--- config.mk ---
export PLATFORM = sky130hd
export DESIGN_NAME = ctr_rate_div
export DESIGN_NICKNAME = d
export VERILOG_FILES = /design/src/hdl/ctr_pkg.sv /design/src/hdl/ctr_rate_div.sv
export SDC_FILE = /design/constraint.sdc
export NUM_CORES = 1
export LEC_CHECK = 0
export BUFFER_PORTS_ARGS = -buffer_cell sky130_fd_sc_hd__buf_4
export CAP_MARGIN = 20
export CORE_MARGIN = 8
export CORE_UTILIZATION = 40
export DETAILED_ROUTE_END_ITERATION = 10
export PLACE_DENSITY = 0.57
export SYNTH_ARGS = -nofsm -noshare
export SYNTH_HDL_FRONTEND = slang
export SYNTH_SLANG_ARGS = --single-unit
--- constraint.sdc ---
create_clock -name clk -period 2.9 [get_ports clk]
set_clock_uncertainty 0.15 [all_clocks]
set_input_delay 0.145 -clock clk [delete_from_list [all_inputs] [get_ports clk]]
set_output_delay 0.145 -clock clk [all_outputs]
set_load 0.03 [all_outputs]
--- src/hdl/ctr_pkg.sv ---
`timescale 1ns / 1ps
// ----------------------------------------------------------------------------
// ctr_pkg
// Constants, types and tables of the circular reference generator.
// ----------------------------------------------------------------------------
package ctr_pkg;

	localparam int CORDIC_STEPS = 24;
	localparam int ITERS = (CORDIC_STEPS < 32) ? CORDIC_STEPS : 32;

	// register indexes
	localparam logic [1:0] REG_CENTER_X = 2'd0;
	localparam logic [1:0] REG_CENTER_Y = 2'd1;
	localparam logic [1:0] REG_RADIUS   = 2'd2;
	localparam logic [1:0] REG_PERIOD   = 2'd3;

	localparam logic [31:0] CENTER_RESET = 32'd0;
	localparam logic [30:0] RADIUS_RESET = 31'd65536;
	localparam logic [31:0] RATE_RESET   = 32'd41177;

	// 2*pi in Q32, its split form, and multiples for the reduction
	localparam logic [35:0] TWO_PI_Q32 = 36'd26986075409;
	localparam logic [30:0] TWO_PI_LO  = 31'd1216271633;
	localparam logic [37:0] TWO_PI_X1  = 38'd26986075409;
	localparam logic [37:0] TWO_PI_X2  = 38'd53972150818;
	localparam logic [37:0] TWO_PI_X4  = 38'd107944301636;
	// floor(2^64 / 2pi_q32), slightly low so the quotient estimate never overshoots
	localparam logic [29:0] RECIP_M    = 30'd683565275;

	localparam logic signed [33:0] PI_Q29      = 34'sd1686629713;
	localparam logic signed [33:0] HALF_PI_Q29 = 34'sd843314857;
	localparam logic signed [33:0] TWO_PI_Q29  = 34'sd3373259426;

	localparam logic [29:0] KINV_Q30 = 30'h26DD3B6A;

	localparam logic [5:0] DIV_BITS = 6'd36;

	localparam logic [29:0] ATAN_TAB [10] = '{
		30'h3243F6A9, 30'h1DAC6705, 30'h0FADBAFD, 30'h07F56EA7, 30'h03FEAB77,
		30'h01FFD55C, 30'h00FFFAAB, 30'h007FFF55, 30'h003FFFEB, 30'h001FFFFD
	};

	typedef struct packed {
		logic signed [63:0] x;
		logic signed [63:0] y;
		logic signed [33:0] z;
		logic               flip;
		logic [31:0]        head;
		logic [31:0]        spd;
		logic [31:0]        rate;
	} ctr_rot_t;

	function automatic logic signed [33:0] atan_entry(input int i);
		logic signed [33:0] r;
		r = '0;
		if (i < 10) begin
			r = signed'({4'b0000, ATAN_TAB[i]});
		end else if (i <= 30) begin
			r = 34'sd1 <<< (30 - i);
		end
		return r;
	endfunction

endpackage

--- src/hdl/ctr_rate_div.sv ---
`timescale 1ns / 1ps
// ----------------------------------------------------------------------------
// ctr_rate_div
// Bit-serial divider: rate = round(2pi_q32 / period), saturated to 32 bits.
// ----------------------------------------------------------------------------
module ctr_rate_div
	import ctr_pkg::*;
(
	input  logic        clk,
	input  logic        arst_n,
	input  logic        start,
	input  logic [31:0] period,
	output logic [31:0] rate,
	output logic        busy
);

	logic        busy_q;
	logic [5:0]  cnt_q;
	logic [35:0] num_q;
	logic [31:0] rem_q;
	logic [35:0] quo_q;
	logic [31:0] den_q;
	logic [31:0] rate_q;
	logic [32:0] rem_sh;
	logic [32:0] rem_sub;
	logic        ge;

	assign rem_sh  = {rem_q, num_q[35]};
	assign rem_sub = rem_sh - {1'b0, den_q};
	assign ge      = rem_sh >= {1'b0, den_q};

	always_ff @(posedge clk or negedge arst_n) begin
		if (!arst_n) begin
			busy_q <= 1'b0;
			cnt_q  <= '0;
			rate_q <= RATE_RESET;
		end else if (start) begin
			if (period == 32'd0) begin
				rate_q <= '1;
				busy_q <= 1'b0;
			end else begin
				busy_q <= 1'b1;
				cnt_q  <= '0;
			end
		end else if (busy_q) begin
			if (cnt_q == DIV_BITS) begin
				rate_q <= (quo_q[35:32] != 4'd0) ? '1 : quo_q[31:0];
				busy_q <= 1'b0;
			end else begin
				cnt_q <= cnt_q + 6'd1;
			end
		end
	end

	always_ff @(posedge clk) begin
		if (start) begin
			num_q <= TWO_PI_Q32 + {5'd0, period[31:1]};
			den_q <= period;
			rem_q <= '0;
			quo_q <= '0;
		end else if (busy_q && cnt_q != DIV_BITS) begin
			rem_q <= ge ? rem_sub[31:0] : rem_sh[31:0];
			quo_q <= {quo_q[34:0], ge};
			num_q <= {num_q[34:0], 1'b0};
		end
	end

	assign rate = rate_q;
	assign busy = busy_q;

endmodule

==> impl_summary.log, run 1 <==
INFO  metric status = complete, no violations
INFO  metric detail_route.wirelength = 20.44 mm
INFO  metric via_per_inst = 5.175
INFO  metric floorplan.io_pins = 68
INFO  metric synth_compound_gate_area_share = 18.05%
INFO  metric critical_path_required = 3050 ps
INFO  metric timing.critical_path.buf_inv = 2
INFO  metric place_area = 9952 µm²
INFO  metric rsz_0062_raised_after_global_routing = false
INFO  metric portion_of_netlist_area_occupied_by_mux_cells = 4.269%
INFO  metric simple_gate_share_of_the_synthesized_area = 13.16%
INFO  metric count_of_antenna_violating_nets_left_after_detailed_routing = 0
INFO  metric post_synthesis_async_set_or_reset_flop_share = 22.29%
INFO  metric max-cap-violations = 0
INFO  metric worstRegToRegCells = 11
INFO  metric synth_xor_xnor_area_share = 5.720%
INFO  metric crit_type = reg -> reg
INFO  metric nets = 1082
INFO  metric initial_drt_markers = 527
INFO  metric clock.fmax = 359.1 MHz
INFO  metric worst_path_clk_slew = 80 ps
INFO  metric drv_slew = 0
INFO  metric grt_antenna_before_repair = 0
INFO  metric setup.reg_to_reg.worst_slack = 120 ps
INFO  metric cts_tree = built
INFO  metric crit_path_cell_trace = inv_2, ha_4, buf_6, a21o_1, a21oi_2, o221a_2, a211oi_2, or4b_4, a31oi_4, xor2_1, o221ai_1
INFO  metric yosys_most_used_dff = edfxtp_1
INFO  metric worst_case_setup_margin_in_the_final_layout = 115.4 ps
INFO  metric synth_top_family_by_area = compound AO/OA/AOI/OAI gates
INFO  metric slew_hr = 62.11%
INFO  metric die_y = 165.0 µm
INFO  metric start_kind = register
INFO  metric antenna-diode-count = 0
INFO  metric regToRegStartpoint = den_q[15]
INFO  metric synth.most_common_cell = nor2_1
INFO  metric grt_start_max_net_pins = 84
INFO  metric crit_slowest_cell = or4b_4
INFO  metric setup_viol = 0
INFO  metric total_leakage_power = 4.589 nW
INFO  metric syn-mean-instance-area = 10.01 µm²
INFO  metric gp_congestion = 0.8538
INFO  metric insertion_delay = 430 ps
INFO  metric crit_path_max_fanout = 6
INFO  metric ys_top_cells_by_count = nor2_1, a21oi_1, dfxtp_1, edfxtp_1, nand2_1
INFO  metric non_filler_instance_count_after_layout = 1304
INFO  metric synth_area_leader_cell = edfxtp_1
INFO  metric core_util_final = 50.83%
INFO  metric dpl.cell_count = 1236
INFO  metric floorplan.die_area = 27230 µm²
INFO  metric finalCriticalPeriod = 2785 ps
INFO  metric yosys.area_share.adder = 5.156%
INFO  metric start_util = 40.69%
INFO  metric hpwl_reported_at_the_end_of_detailed_placement = 14.27 mm
INFO  metric grt_pass1_wl = 33.59 mm
INFO  metric syn_to_final_growth = 24.91%
INFO  metric grt_pass1_vias = 6510
INFO  metric reg2reg_to = rem_q[26]
INFO  metric synth-edff-count = 68
INFO  metric critPathArrivalTime = 2940 ps
INFO  metric timing.critical_path.max_delay_family = compound AO/OA/AOI/OAI gates
INFO  metric ir_drop_worst_case_vdd = 0.3947 mV
INFO  metric setup-tns-final = 0 ps
INFO  metric synth_top_cells_by_area = edfxtp_1, dfxtp_1, dfrtp_1
INFO  metric p_total = 5.572 mW
INFO  metric drc = 0
INFO  metric max_slew.worst_pin.slew = 567.0 ps
INFO  metric yosys.cell_types.count = 66
INFO  metric postSynthRegisterBits = 175
INFO  metric placeableCoreArea = 21820 µm²
INFO  metric report.final.hold_viol_count = 0
INFO  metric grt_overflow_total = 0
INFO  metric worst_setup_path_end_kind = register
INFO  metric ys_warn_count = 0
INFO  metric proportion_of_layout_cells_with_a_drive_suffix_above_1 = 20.31%
INFO  metric pre_cts_ws = -165.9 ps
INFO  metric synthesis.area = 8881 µm²
INFO  metric cts_made_buffers = 17
INFO  metric synth_cells = 887
INFO  metric row_count = 54
INFO  metric place.port_buffers = 67
INFO  metric yosysTopAreaCellShare = 22.99%
INFO  metric drt-wirelength-per-cell = 15.67 µm
INFO  metric tightest_hold_check_type = in -> async
INFO  metric total_iterations_of_the_first_detailed_routing_run = 4
INFO  metric power_density = 502.3 nW/µm²
INFO  metric filler_cell_count = 1984
INFO  metric root_buf_cell = clkbuf_16
INFO  metric grt.total_usage = 15.38%
INFO  metric stdcell_area = 11090 µm²
INFO  metric timing.critical_path.slowest_cell_delay = 590 ps
INFO  metric detailroute.via_count = 6748
INFO  metric clock_tree.htree_level_count = 4
INFO  metric dieWidth = 165.0 µm
INFO  metric synthesis.nets = 958
INFO  metric whs = 69.70 ps
INFO  metric cts-root-to-sink-buffers = 2
INFO  metric synth_seq_area_share = 49.41%
INFO  metric clock_sinks = 175
INFO  metric finalCritPeriodShare = 96.02%
==> sequential cells by signal (all words and copies together) (netlist names) <==
name   count
num_q     36
quo_q     36
den_q     32
rate      32
rem_q     32
cnt_q      6
busy       1
==> power by group <==
group          internal, mW  leakage (nW)  total, mW  switching, mW
clock                  1.16         0.285       2.28           1.12
sequential             2.68          1.75       2.71         0.0307
combinational         0.262          2.56      0.582          0.319
==> final cells by class <==
class / instances / area, µm² / area share [%]
flip-flops and latches: 175 / 4388 / 39.56
multi-input cells: 629 / 4333 / 39.06
repair buffers: 143 / 1257 / 11.34
clock buffers: 17 / 425.4 / 3.835
well taps: 280 / 350.3 / 3.158
inverters: 45 / 172.7 / 1.557
clock inverters: 15 / 166.4 / 1.500
==> layer usage <==
| layer | track usage, % | part of all wire, % | up-vias |
|---|---|---|---|
| li1 | - | - | 3462 |
| met1 | 21.89 | 51 | 3140 |
| met2 | 23.32 | 44 | 119 |
| met3 | 2.817 | 3.3 | 27 |
| met4 | 4.505 | 1.4 | 0 |
| met5 | 0 | 0 | - |
==> placed cells by master, fill, tap and decap left out, types with 4 or more instances in the layout <==
master,netlist,routed
o211ai_1,8,8
a21oi_1,82,78
dfrtp_1,32,32
nor2_1,108,107
ha_4,0,4
o21a_1,4,4
buf_4,4,99
nand3_1,11,10
clkinv_8,0,4
nor4_1,7,6
mux2_2,15,14
xor2_1,29,29
a21o_1,8,8
inv_1,45,43
o21bai_1,5,4
inv_8,0,5
nor2b_1,8,8
a22o_1,38,38
or2_2,5,5
ha_1,35,30
clkbuf_16,0,17
nand2b_1,12,11
edfxtp_1,68,68
nand4_1,8,8
nor3_1,16,15
mux2i_1,21,21
dfstp_2,7,7
o21ai_0,22,21
nand2_1,64,64
dlygate4sd3_1,0,34
buf_12,0,7
dfxtp_1,68,68
a211oi_2,3,4
xnor2_1,29,29
o21ai_1,26,25
a32oi_1,10,10
a31oi_1,7,6
==> what timing repair did <==
| item | CTS | global route |
|---|---|---|
| endpoints found under the hold margin | 80 | 0 |
| cloned | 0 | 0 |
| setup buffers | 1 | 1 |
| setup endpoints to repair | 8 | 32 |
| resized for setup | 4 | 29 |
| pin swaps | 2 | 13 |
| hold buffers | 34 | 0 |
==> worst max path at each step <==
stage	startpoint	to	slack, ps	depth (start not counted)
global route	rem_q[2]	rem_q[16]	2	10
floorplan	cnt_q[0]	num_q[0]	90	8
finish	den_q[15]	rem_q[26]	120	11
CTS	den_q[15]	rem_q[26]	0.6	11
detailed placement	num_q[35]	rem_q[30]	-170	11
global placement	num_q[35]	rem_q[30]	-100	11
==> cells by family after synthesis <==
logic type,count (synthesis)
AOI/OAI and AO/OA,242
xor gates and xnor gates,58
adders and majority gates,36
buffers and inverters,83
DFF,175
muxes,36
and+or+nand+nor,257
Note: power is estimated with default switching activity, not from simulation.
==> run 2: changes to the inputs <==
- CORE_ASPECT_RATIO: default -> 1.2
==> run 2 against run 1 <==
Net effect: total power is 1.5% higher; cell count rose by 0.54%; utilization is 0.94 points higher; first-iteration DRC count is 30% lower.
==> impl_summary.log, run 2 (same netlist as run 1, synthesis figures left out) <==
INFO  metric status = complete, no violations
INFO  metric critical_path.startpoint = den_q[15]
INFO  metric antenna-diode-count = 0 (unchanged)
INFO  metric place_area = 9982 µm² (+0.30%)
INFO  metric cts_made_buffers = 17 (unchanged)
INFO  metric root_buf_cell = clkbuf_16
INFO  metric hpwl_reported_at_the_end_of_detailed_placement = 14.40 mm (+0.93%)
INFO  metric place.port_buffers = 67 (unchanged)
INFO  metric insertion_delay = 430 ps (about the same)
INFO  metric clock_tree.htree_level_count = 4 (unchanged)
INFO  metric power_density = 501.8 nW/µm² (about the same)
INFO  metric placeableCoreArea = 21780 µm² (-0.21%)
INFO  metric finalCritPeriodShare = 97.44% (+1.4 points)
INFO  metric die_y = 179.2 µm (+8.6%)
INFO  metric min_path_cells = 1
INFO  metric grt_pass1_wl = 34.13 mm (+1.6%)
INFO  metric count_of_antenna_violating_nets_left_after_detailed_routing = 0 (unchanged)
INFO  metric setup_viol = 0 (unchanged)
INFO  metric registers_with_the_most_flip_flops = num_q x36, quo_q x36
INFO  metric gp_congestion = 0.8226 (-3.7%)
INFO  metric grt_start_max_net_pins = 69 (-18%)
INFO  metric most_frequent_standard_cell_in_the_layout_excluding_fill_and_tap_cells = buf_4
INFO  metric worst_case_setup_margin_in_the_final_layout = 74.29 ps (-41.06 ps)
INFO  metric cts-root-to-sink-buffers = 2 (unchanged)
INFO  metric proportion_of_layout_cells_with_a_drive_suffix_above_1 = 21.79% (+1.5 points)
INFO  metric cts_tree = built
INFO  metric cp.depth = 11 (unchanged)
INFO  metric nets = 1095 (+1.2%)
INFO  metric start_util = 40.78% (+0.087 points)
INFO  metric timing.hold.worst.start = start
INFO  metric timing.critical_path.buf_inv = 2 (unchanged)
INFO  metric start_kind = register
INFO  metric clock.fmax = 353.9 MHz (-1.5%)
INFO  metric max-cap-violations = 0 (unchanged)
INFO  metric critical_path_required = 3050 ps (about the same)
INFO  metric drt-wirelength-per-cell = 16.01 µm (+2.1%)
INFO  metric most-common-layout-cells = buf_4, nor2_1, a21oi_1
INFO  metric globalRouteMet1Util = 19.27% (-2.6 points)
INFO  metric report.final.hold_viol_count = 0 (unchanged)
INFO  metric rsz_0062_raised_after_global_routing = true
INFO  metric total_leakage_power = 4.696 nW (+2.3%)
INFO  metric critPathArrivalTime = 2980 ps (+40 ps)
INFO  metric crit_type = reg -> reg
INFO  metric ir_drop_worst_case_vdd = 0.3947 mV (about the same)
INFO  metric met2_usage = 25.92% (+2.6 points)
INFO  metric crit_path_max_fanout = 6 (unchanged)
INFO  metric drc = 0 (unchanged)
INFO  metric detailroute.via_count = 6913 (+2.4%)
INFO  metric pre_cts_ws = -101.0 ps (+64.84 ps)
INFO  metric grt.met3_usage = 2.387% (-0.43 points)
INFO  metric finalCriticalPeriod = 2826 ps (+41.06 ps)
INFO  metric setup-tns-final = 0 ps (unchanged)
INFO  metric max_slew.worst_pin.slew = 509.7 ps (-57.29 ps)
INFO  metric grt_antenna_before_repair = 0 (unchanged)
INFO  metric grt_pass1_vias = 6800 (+4.5%)
INFO  metric grt.total_usage = 15.28% (-0.099 points)
INFO  metric worst_path_clk_slew = 70 ps (about the same)
INFO  metric via_per_inst = 5.273 (+1.9%)
INFO  metric grt_overflow_total = 0 (unchanged)
INFO  metric crit_slowest_cell = or4b_1
INFO  metric crit_path_cell_trace = inv_1, ha_1, buf_6, a21o_1, a21oi_1, o221a_2, a211oi_2, or4b_1, a31oi_1, xor2_1, o221ai_1
INFO  metric regToRegStartpoint = den_q[15]
INFO  metric floorplan.io_pins = 68 (unchanged)
INFO  metric dpl.cell_count = 1240 (+0.32%)
INFO  metric drv_slew = 0 (unchanged)
INFO  metric non_filler_instance_count_after_layout = 1311 (+0.54%)
INFO  metric filler_cell_count = 1959 (-1.3%)
INFO  metric stdcell_area = 11270 µm² (+1.6%)
INFO  metric dieWidth = 152.0 µm (-7.9%)
INFO  metric detail_route.wirelength = 20.99 mm (+2.7%)
INFO  metric worstRegToRegCells = 11 (unchanged)
INFO  metric tightest_hold_check_type = in -> reg
INFO  metric grt_busiest_layer = met2
INFO  metric syn_to_final_growth = 26.95%
INFO  metric worst_setup_path_end_kind = register
INFO  metric clock_sinks = 175 (unchanged)
INFO  metric p_total = 5.657 mW (+1.5%)
INFO  metric slew_hr = 66.02% (+3.9 points)
INFO  metric floorplan.die_area = 27250 µm² (about the same)
INFO  metric timing.critical_path.slowest_cell_delay = 570 ps (-20 ps)
INFO  metric row_count = 59 (+9.3%)
INFO  metric initial_drt_markers = 368 (-30%)
INFO  metric timing.critical_path.max_delay_family = compound AO/OA/AOI/OAI gates
INFO  metric total_iterations_of_the_first_detailed_routing_run = 5 (+1)
-- run 2: cell types whose count changed in the layout (fill, tap and decap cells not counted), sizes merged --
cell / delta
clkbuf: +3
buf: +12
inv: -1
dlygate4sd3: -1
clkinvlp: -1
bufinv: +1
-- run 2: path summary, 6_finish.rpt --
check                            endpoint  slack (ps)
worst max-delay path            rem_q[26]          70
max in group asynchronous         rate[0]        2140
worst max register to register  rem_q[26]          70
worst min register to register   quo_q[0]         320
min in group asynchronous        rate[11]          90
worst min-delay path            den_q[11]          50
-- run 2: worst register-to-register path: stages, from the launching register on --
cell and delay [ps]:
edfxtp_1 360, inv_1 80, ha_1 250, buf_6 140
a21o_1 170, a21oi_1 130, o221a_2 220, a211oi_2 80
or4b_1 570, a31oi_1 220, xor2_1 180, o221ai_1 140
-- run 2: through the flow --
step	utilization, %	hold WS, ps
4_1_cts	50.26	43.68
6_report	51.77	47.19
3_5_place_dp	45.84	5.158
3_3_place_gp	45.84	5.561
2_1_floorplan	-	-300.6
5_1_grt	51.77	59.60
-- run 2: layout make-up --
cell class	count	area, µm²	share of cell area [%]
Clock buffer	18	450.4	3.995
Clock inverter	14	163.9	1.454
Inverter	45	172.7	1.531
Multi-Input combinational cell	629	4403	39.05
Sequential cell	175	4388	38.92
Tap cell	274	342.8	3.041
Timing Repair Buffer	156	1354	12.01
-- run 2: where the power goes --
part           internal (mW)  leakage, nW  switching, mW
Sequential              2.68         1.75         0.0325
Clock                   1.28        0.300           1.08
Combinational          0.268         2.65          0.317
Total                   4.23         4.70           1.43
-- run 2: what timing repair did --
| action | CTS | global route |
|---|---|---|
| hold buffers | 33 | 0 |
| gates cloned | 0 | 3 |
| gates resized for setup | 3 | 39 |
| setup endpoints to repair | 7 | 28 |
| hold endpoints to repair | 79 | 0 |
| pin swaps | 1 | 17 |
| buffers inserted | 0 | 3 |
-- run 2: per-layer routing --
| layer | up-vias | routed length (µm) |
|---|---|---|
| li1 | 3483 | - |
| met2 | 118 | 10050 |
| met5 | - | 0 |
| met1 | 3283 | 9870 |
| met3 | 29 | 577 |
| met4 | 0 | 490 |
==> run 3: changes to the inputs <==
- ABC_AREA: default -> 1
==> run 3 against run 2 <==
Net effect: worst hold slack better by 37 ps; non-clock buffer count fell by 43; via count increased by 38%; first-iteration DRC count increased by 73%; utilization is 4.9 points lower; cell count increased by 47%; sequential power about the same; total power down 0.48%; area after synthesis increased by 20%; die area is 18% higher; highest routed layer unchanged.
==> impl_summary.log, run 3 <==
INFO  metric worstRegToRegCells = 15 (+4)
INFO  metric ir_drop_worst_case_vdd = 0.4000 mV (+1.4%)
INFO  metric p_seq_share = 48.7% (+0.8 points)
INFO  metric nets = 1655 (+51%)
INFO  metric grt_busiest_layer = met2
INFO  metric max-cap-violations = 0 (unchanged)
INFO  metric finalCriticalPeriod = 2525 ps (-301.1 ps)
INFO  metric start_util = 40.56% (-0.22 points)
INFO  metric worst_path_clk_slew = 70 ps (about the same)
INFO  metric crit_path_cell_trace = inv_1, ha_1, nand2_1, inv_1, nand2_1, nand2_1, nand2_1, nand2_1, nand2_1, nand2_1, nor2_2, buf_4, nand3b_1, nand3_1, nand2_1
INFO  metric globalRouteMet1Util = 23.66% (+4.4 points)
INFO  metric placeableCoreArea = 26190 µm² (+20%)
INFO  metric detail_route.wirelength = 28.88 mm (+38%)
INFO  metric grt_start_max_net_pins = 47 (-32%)
INFO  metric clock_tree.htree_level_count = 4 (unchanged)
INFO  metric timing.critical_path.buf_inv = 3 (+1)
INFO  metric hpwl_reported_at_the_end_of_detailed_placement = 21.12 mm (+47%)
INFO  metric root_buf_cell = clkbuf_16
INFO  metric crit_type = reg -> reg
INFO  metric critPathArrivalTime = 2710 ps (-270 ps)
INFO  metric initial_drt_markers = 636 (+73%)
INFO  metric critical_path_required = 3080 ps (+30 ps)
INFO  metric start_kind = register
INFO  metric floorplan.io_pins = 68 (unchanged)
INFO  metric yosys_most_used_dff = edfxtp_1
INFO  metric ys_warn_count = 0 (unchanged)
INFO  metric floorplan.die_area = 32050 µm² (+18%)
INFO  metric dieWidth = 164.8 µm (+8.4%)
INFO  metric met2_usage = 30.95% (+5.0 points)
INFO  metric registers_with_the_most_flip_flops = num_q x36, quo_q x36
INFO  metric syn_to_final_growth = 15.47%
INFO  metric total_iterations_of_the_first_detailed_routing_run = 5 (unchanged)
INFO  metric drt-wirelength-per-cell = 14.95 µm (-6.6%)
INFO  metric crit_slowest_cell = edfxtp_1
INFO  metric proportion_of_layout_cells_with_a_drive_suffix_above_1 = 9.205% (-13 points)
INFO  metric worst_setup_path_end_kind = register
INFO  metric count_of_antenna_violating_nets_left_after_detailed_routing = 0 (unchanged)
INFO  metric synthesis.nets = 1572 (+64%)
INFO  metric max_slew.worst_pin.slew = 597.6 ps (+87.82 ps)
INFO  metric rsz_0062_raised_after_global_routing = false
INFO  metric grt_pass1_vias = 9459 (+39%)
INFO  metric grt_overflow_total = 0 (unchanged)
INFO  metric postSynthRegisterBits = 175 (unchanged)
INFO  metric grt_antenna_before_repair = 0 (unchanged)
INFO  metric timing.critical_path.max_delay_family = simple AND/OR/NAND/NOR gates
INFO  metric die_y = 194.5 µm (+8.5%)
INFO  metric cts-root-to-sink-buffers = 2 (unchanged)
INFO  metric ys_top_cells_by_count = nand2_1, inv_1, nand3_1
INFO  metric antenna-diode-count = 0 (unchanged)
INFO  metric clock.fmax = 396.1 MHz (+12%)
INFO  metric most-common-layout-cells = nand2_1, inv_1, nand3_1
INFO  metric total_leakage_power = 6.206 nW (+32%)
INFO  metric via_per_inst = 4.942 (-6.3%)
INFO  metric tightest_hold_check_type = in -> async
INFO  metric grt.met3_usage = 2.748% (+0.36 points)
INFO  metric setup.reg_to_reg.worst_slack = 380 ps (+300 ps)
INFO  metric filler_cell_count = 2714 (+39%)
INFO  metric design_internal_power = 4.140 mW (-2.2%)
INFO  metric power_switching = 1.490 mW (+4.5%)
INFO  metric non_filler_instance_count_after_layout = 1932 (+47%)
INFO  metric setup_viol = 0 (unchanged)
INFO  metric core_util_final = 46.83% (-4.9 points)
INFO  metric syn-mean-instance-area = 7.076 µm² (-29%)
INFO  metric timing.critical_path.slowest_cell_delay = 390 ps (-180 ps)
INFO  metric setup-tns-final = 0 ps (unchanged)
INFO  metric finalCritPeriodShare = 87.06% (-10 points)
INFO  metric post-cts-setup-buffers = 0 (unchanged)
INFO  metric place.port_buffers = 67 (unchanged)
INFO  metric report.final.hold_viol_count = 0 (unchanged)
INFO  metric synthesis.area = 10620 µm² (+20%)
INFO  metric power_frac_comb = 12.2% (+1.9 points)
INFO  metric slew_hr = 60.10% (-5.9 points)
INFO  metric drc = 0 (unchanged)
INFO  metric power.clock.fraction = 39.2% (-2.5 points)
INFO  metric most_frequent_standard_cell_in_the_layout_excluding_fill_and_tap_cells = nand2_1
INFO  metric cts_tree = built
INFO  metric synth.most_common_cell = nand2_1
INFO  metric grt.total_usage = 18.52% (+3.2 points)
INFO  metric synth_area_leader_cell = edfxtp_1
INFO  metric yosysTopAreaCellShare = 19.22% (-3.8 points)
INFO  metric synth_top_cells_by_area = edfxtp_1, nand2_1, dfxtp_1
INFO  metric synth_seq_area_share = 41.31% (-8.1 points)
INFO  metric grt_pass1_wl = 47.75 mm (+40%)
INFO  metric yosys.cell_types.count = 39 (-41%)
INFO  metric critical_path.most_common_cell = nand2_1
INFO  metric dpl.cell_count = 1867 (+51%)
INFO  metric insertion_delay = 440 ps (about the same)
INFO  metric power_density = 459.1 nW/µm² (-8.5%)
INFO  metric post_synthesis_async_set_or_reset_flop_share = 22.29% (unchanged)
INFO  metric regToRegStartpoint = den_q[19]
INFO  metric synth-edff-count = 68 (unchanged)
INFO  metric clock_sinks = 175 (unchanged)
INFO  metric cts_made_buffers = 17 (unchanged)
INFO  metric synth_cells = 1501 (+69%)
INFO  metric power.switching_fraction = 26.47% (+1.3 points)
INFO  metric detailroute.via_count = 9548 (+38%)
INFO  metric status = complete, no violations
INFO  metric row_count = 65 (+10%)
INFO  metric drv_slew = 0 (unchanged)
INFO  metric crit_path_max_fanout = 28 (+22)
INFO  metric gp_congestion = 0.9660 (+17%)
INFO  metric reg2reg_to = rem_q[19]
-- run 3: cell types whose count changed after synthesis, sizes merged, moves of 15 or more --
| cell | before | now |
|---|---|---|
| inv | 45 | 248 |
| a22o | 38 | 0 |
| a21oi | 83 | 33 |
| mux2i | 21 | 0 |
| xor2 | 29 | 9 |
| nand2 | 65 | 509 |
| nand3b | 0 | 18 |
| mux2 | 15 | 0 |
| o22ai | 1 | 35 |
| nand3 | 11 | 178 |
| buf | 14 | 32 |
-- run 3: cell families (layout without fill, tap and decap cells) --
kind of cell,after synthesis,after routing,synth area share (%)
xor+xnor,27,27,2.226
compound gates,125,125,6.561
fa+ha+maj,36,36,4.311
flops,175,175,41.31
buf+inv,298,394,11.64
simple gates,840,840,33.95
-- run 3: routing by layer --
metal	vias up	wire (µm)
met5	-	0
met4	0	726
met2	174	13870
met3	46	919
li1	4943	-
met1	4385	13360
-- run 3: worst register-to-register path: cells and delay by family (launching register included) --
kind | cells | cell delay, ps
simple gates | 11 | 1070
buf+inv | 3 | 470
fa+ha+maj | 1 | 360
flops | 1 | 390
-- run 3: final cells by class --
class / instances / area [µm²] / area share [%]
Sequential cell: 175 / 4388 / 35.78
Clock inverter: 11 / 73.82 / 0.6019
Tap cell: 335 / 419.2 / 3.418
Inverter: 249 / 934.6 / 7.621
Timing Repair Buffer: 113 / 955.9 / 7.794
Multi-Input combinational cell: 1028 / 5011 / 40.86
Clock buffer: 21 / 481.7 / 3.928
-- run 3: worst max path at each step --
stage / end / startpoint / cells after the start
2_1_floorplan: num_q[0] / cnt_q[0] / 9
3_3_place_gp: rem_q[8] / den_q[19] / 12
3_5_place_dp: rem_q[8] / den_q[19] / 12
4_1_cts: rem_q[19] / den_q[19] / 15
5_1_grt: rem_q[18] / den_q[19] / 12
6_report: rem_q[19] / den_q[19] / 15
-- run 3: timing repair --
action | CTS | global route
hold buffers | 33 | 0
resized for setup | 0 | 0
hold endpoints to repair | 87 | 0
-- run 3: power by group through the flow --
stage / Clock (mW) / Combinational [mW] / Sequential (mW)
6_report: 2.21 / 0.684 / 2.74
3_3_place_gp: 0 / 0.650 / 2.79
5_1_grt: 2.36 / 0.778 / 2.75
4_1_cts: 2.27 / 0.688 / 2.74
3_5_place_dp: 0 / 0.650 / 2.79
2_1_floorplan: 0 / 0.433 / 2.78
-- run 3: per-stage QoR --
step	hold WS [ps]	total power [mW]	setup slack, ps	area, µm²
finish	84.10	5.630	375.4	12260
detailed placement	13.82	3.440	378.3	11380
global placement	4.943	3.437	358.8	11380
global route	119.3	5.886	180.9	12260
floorplan	-300.6	3.213	680.8	10620
CTS	76.72	5.694	369.5	12260
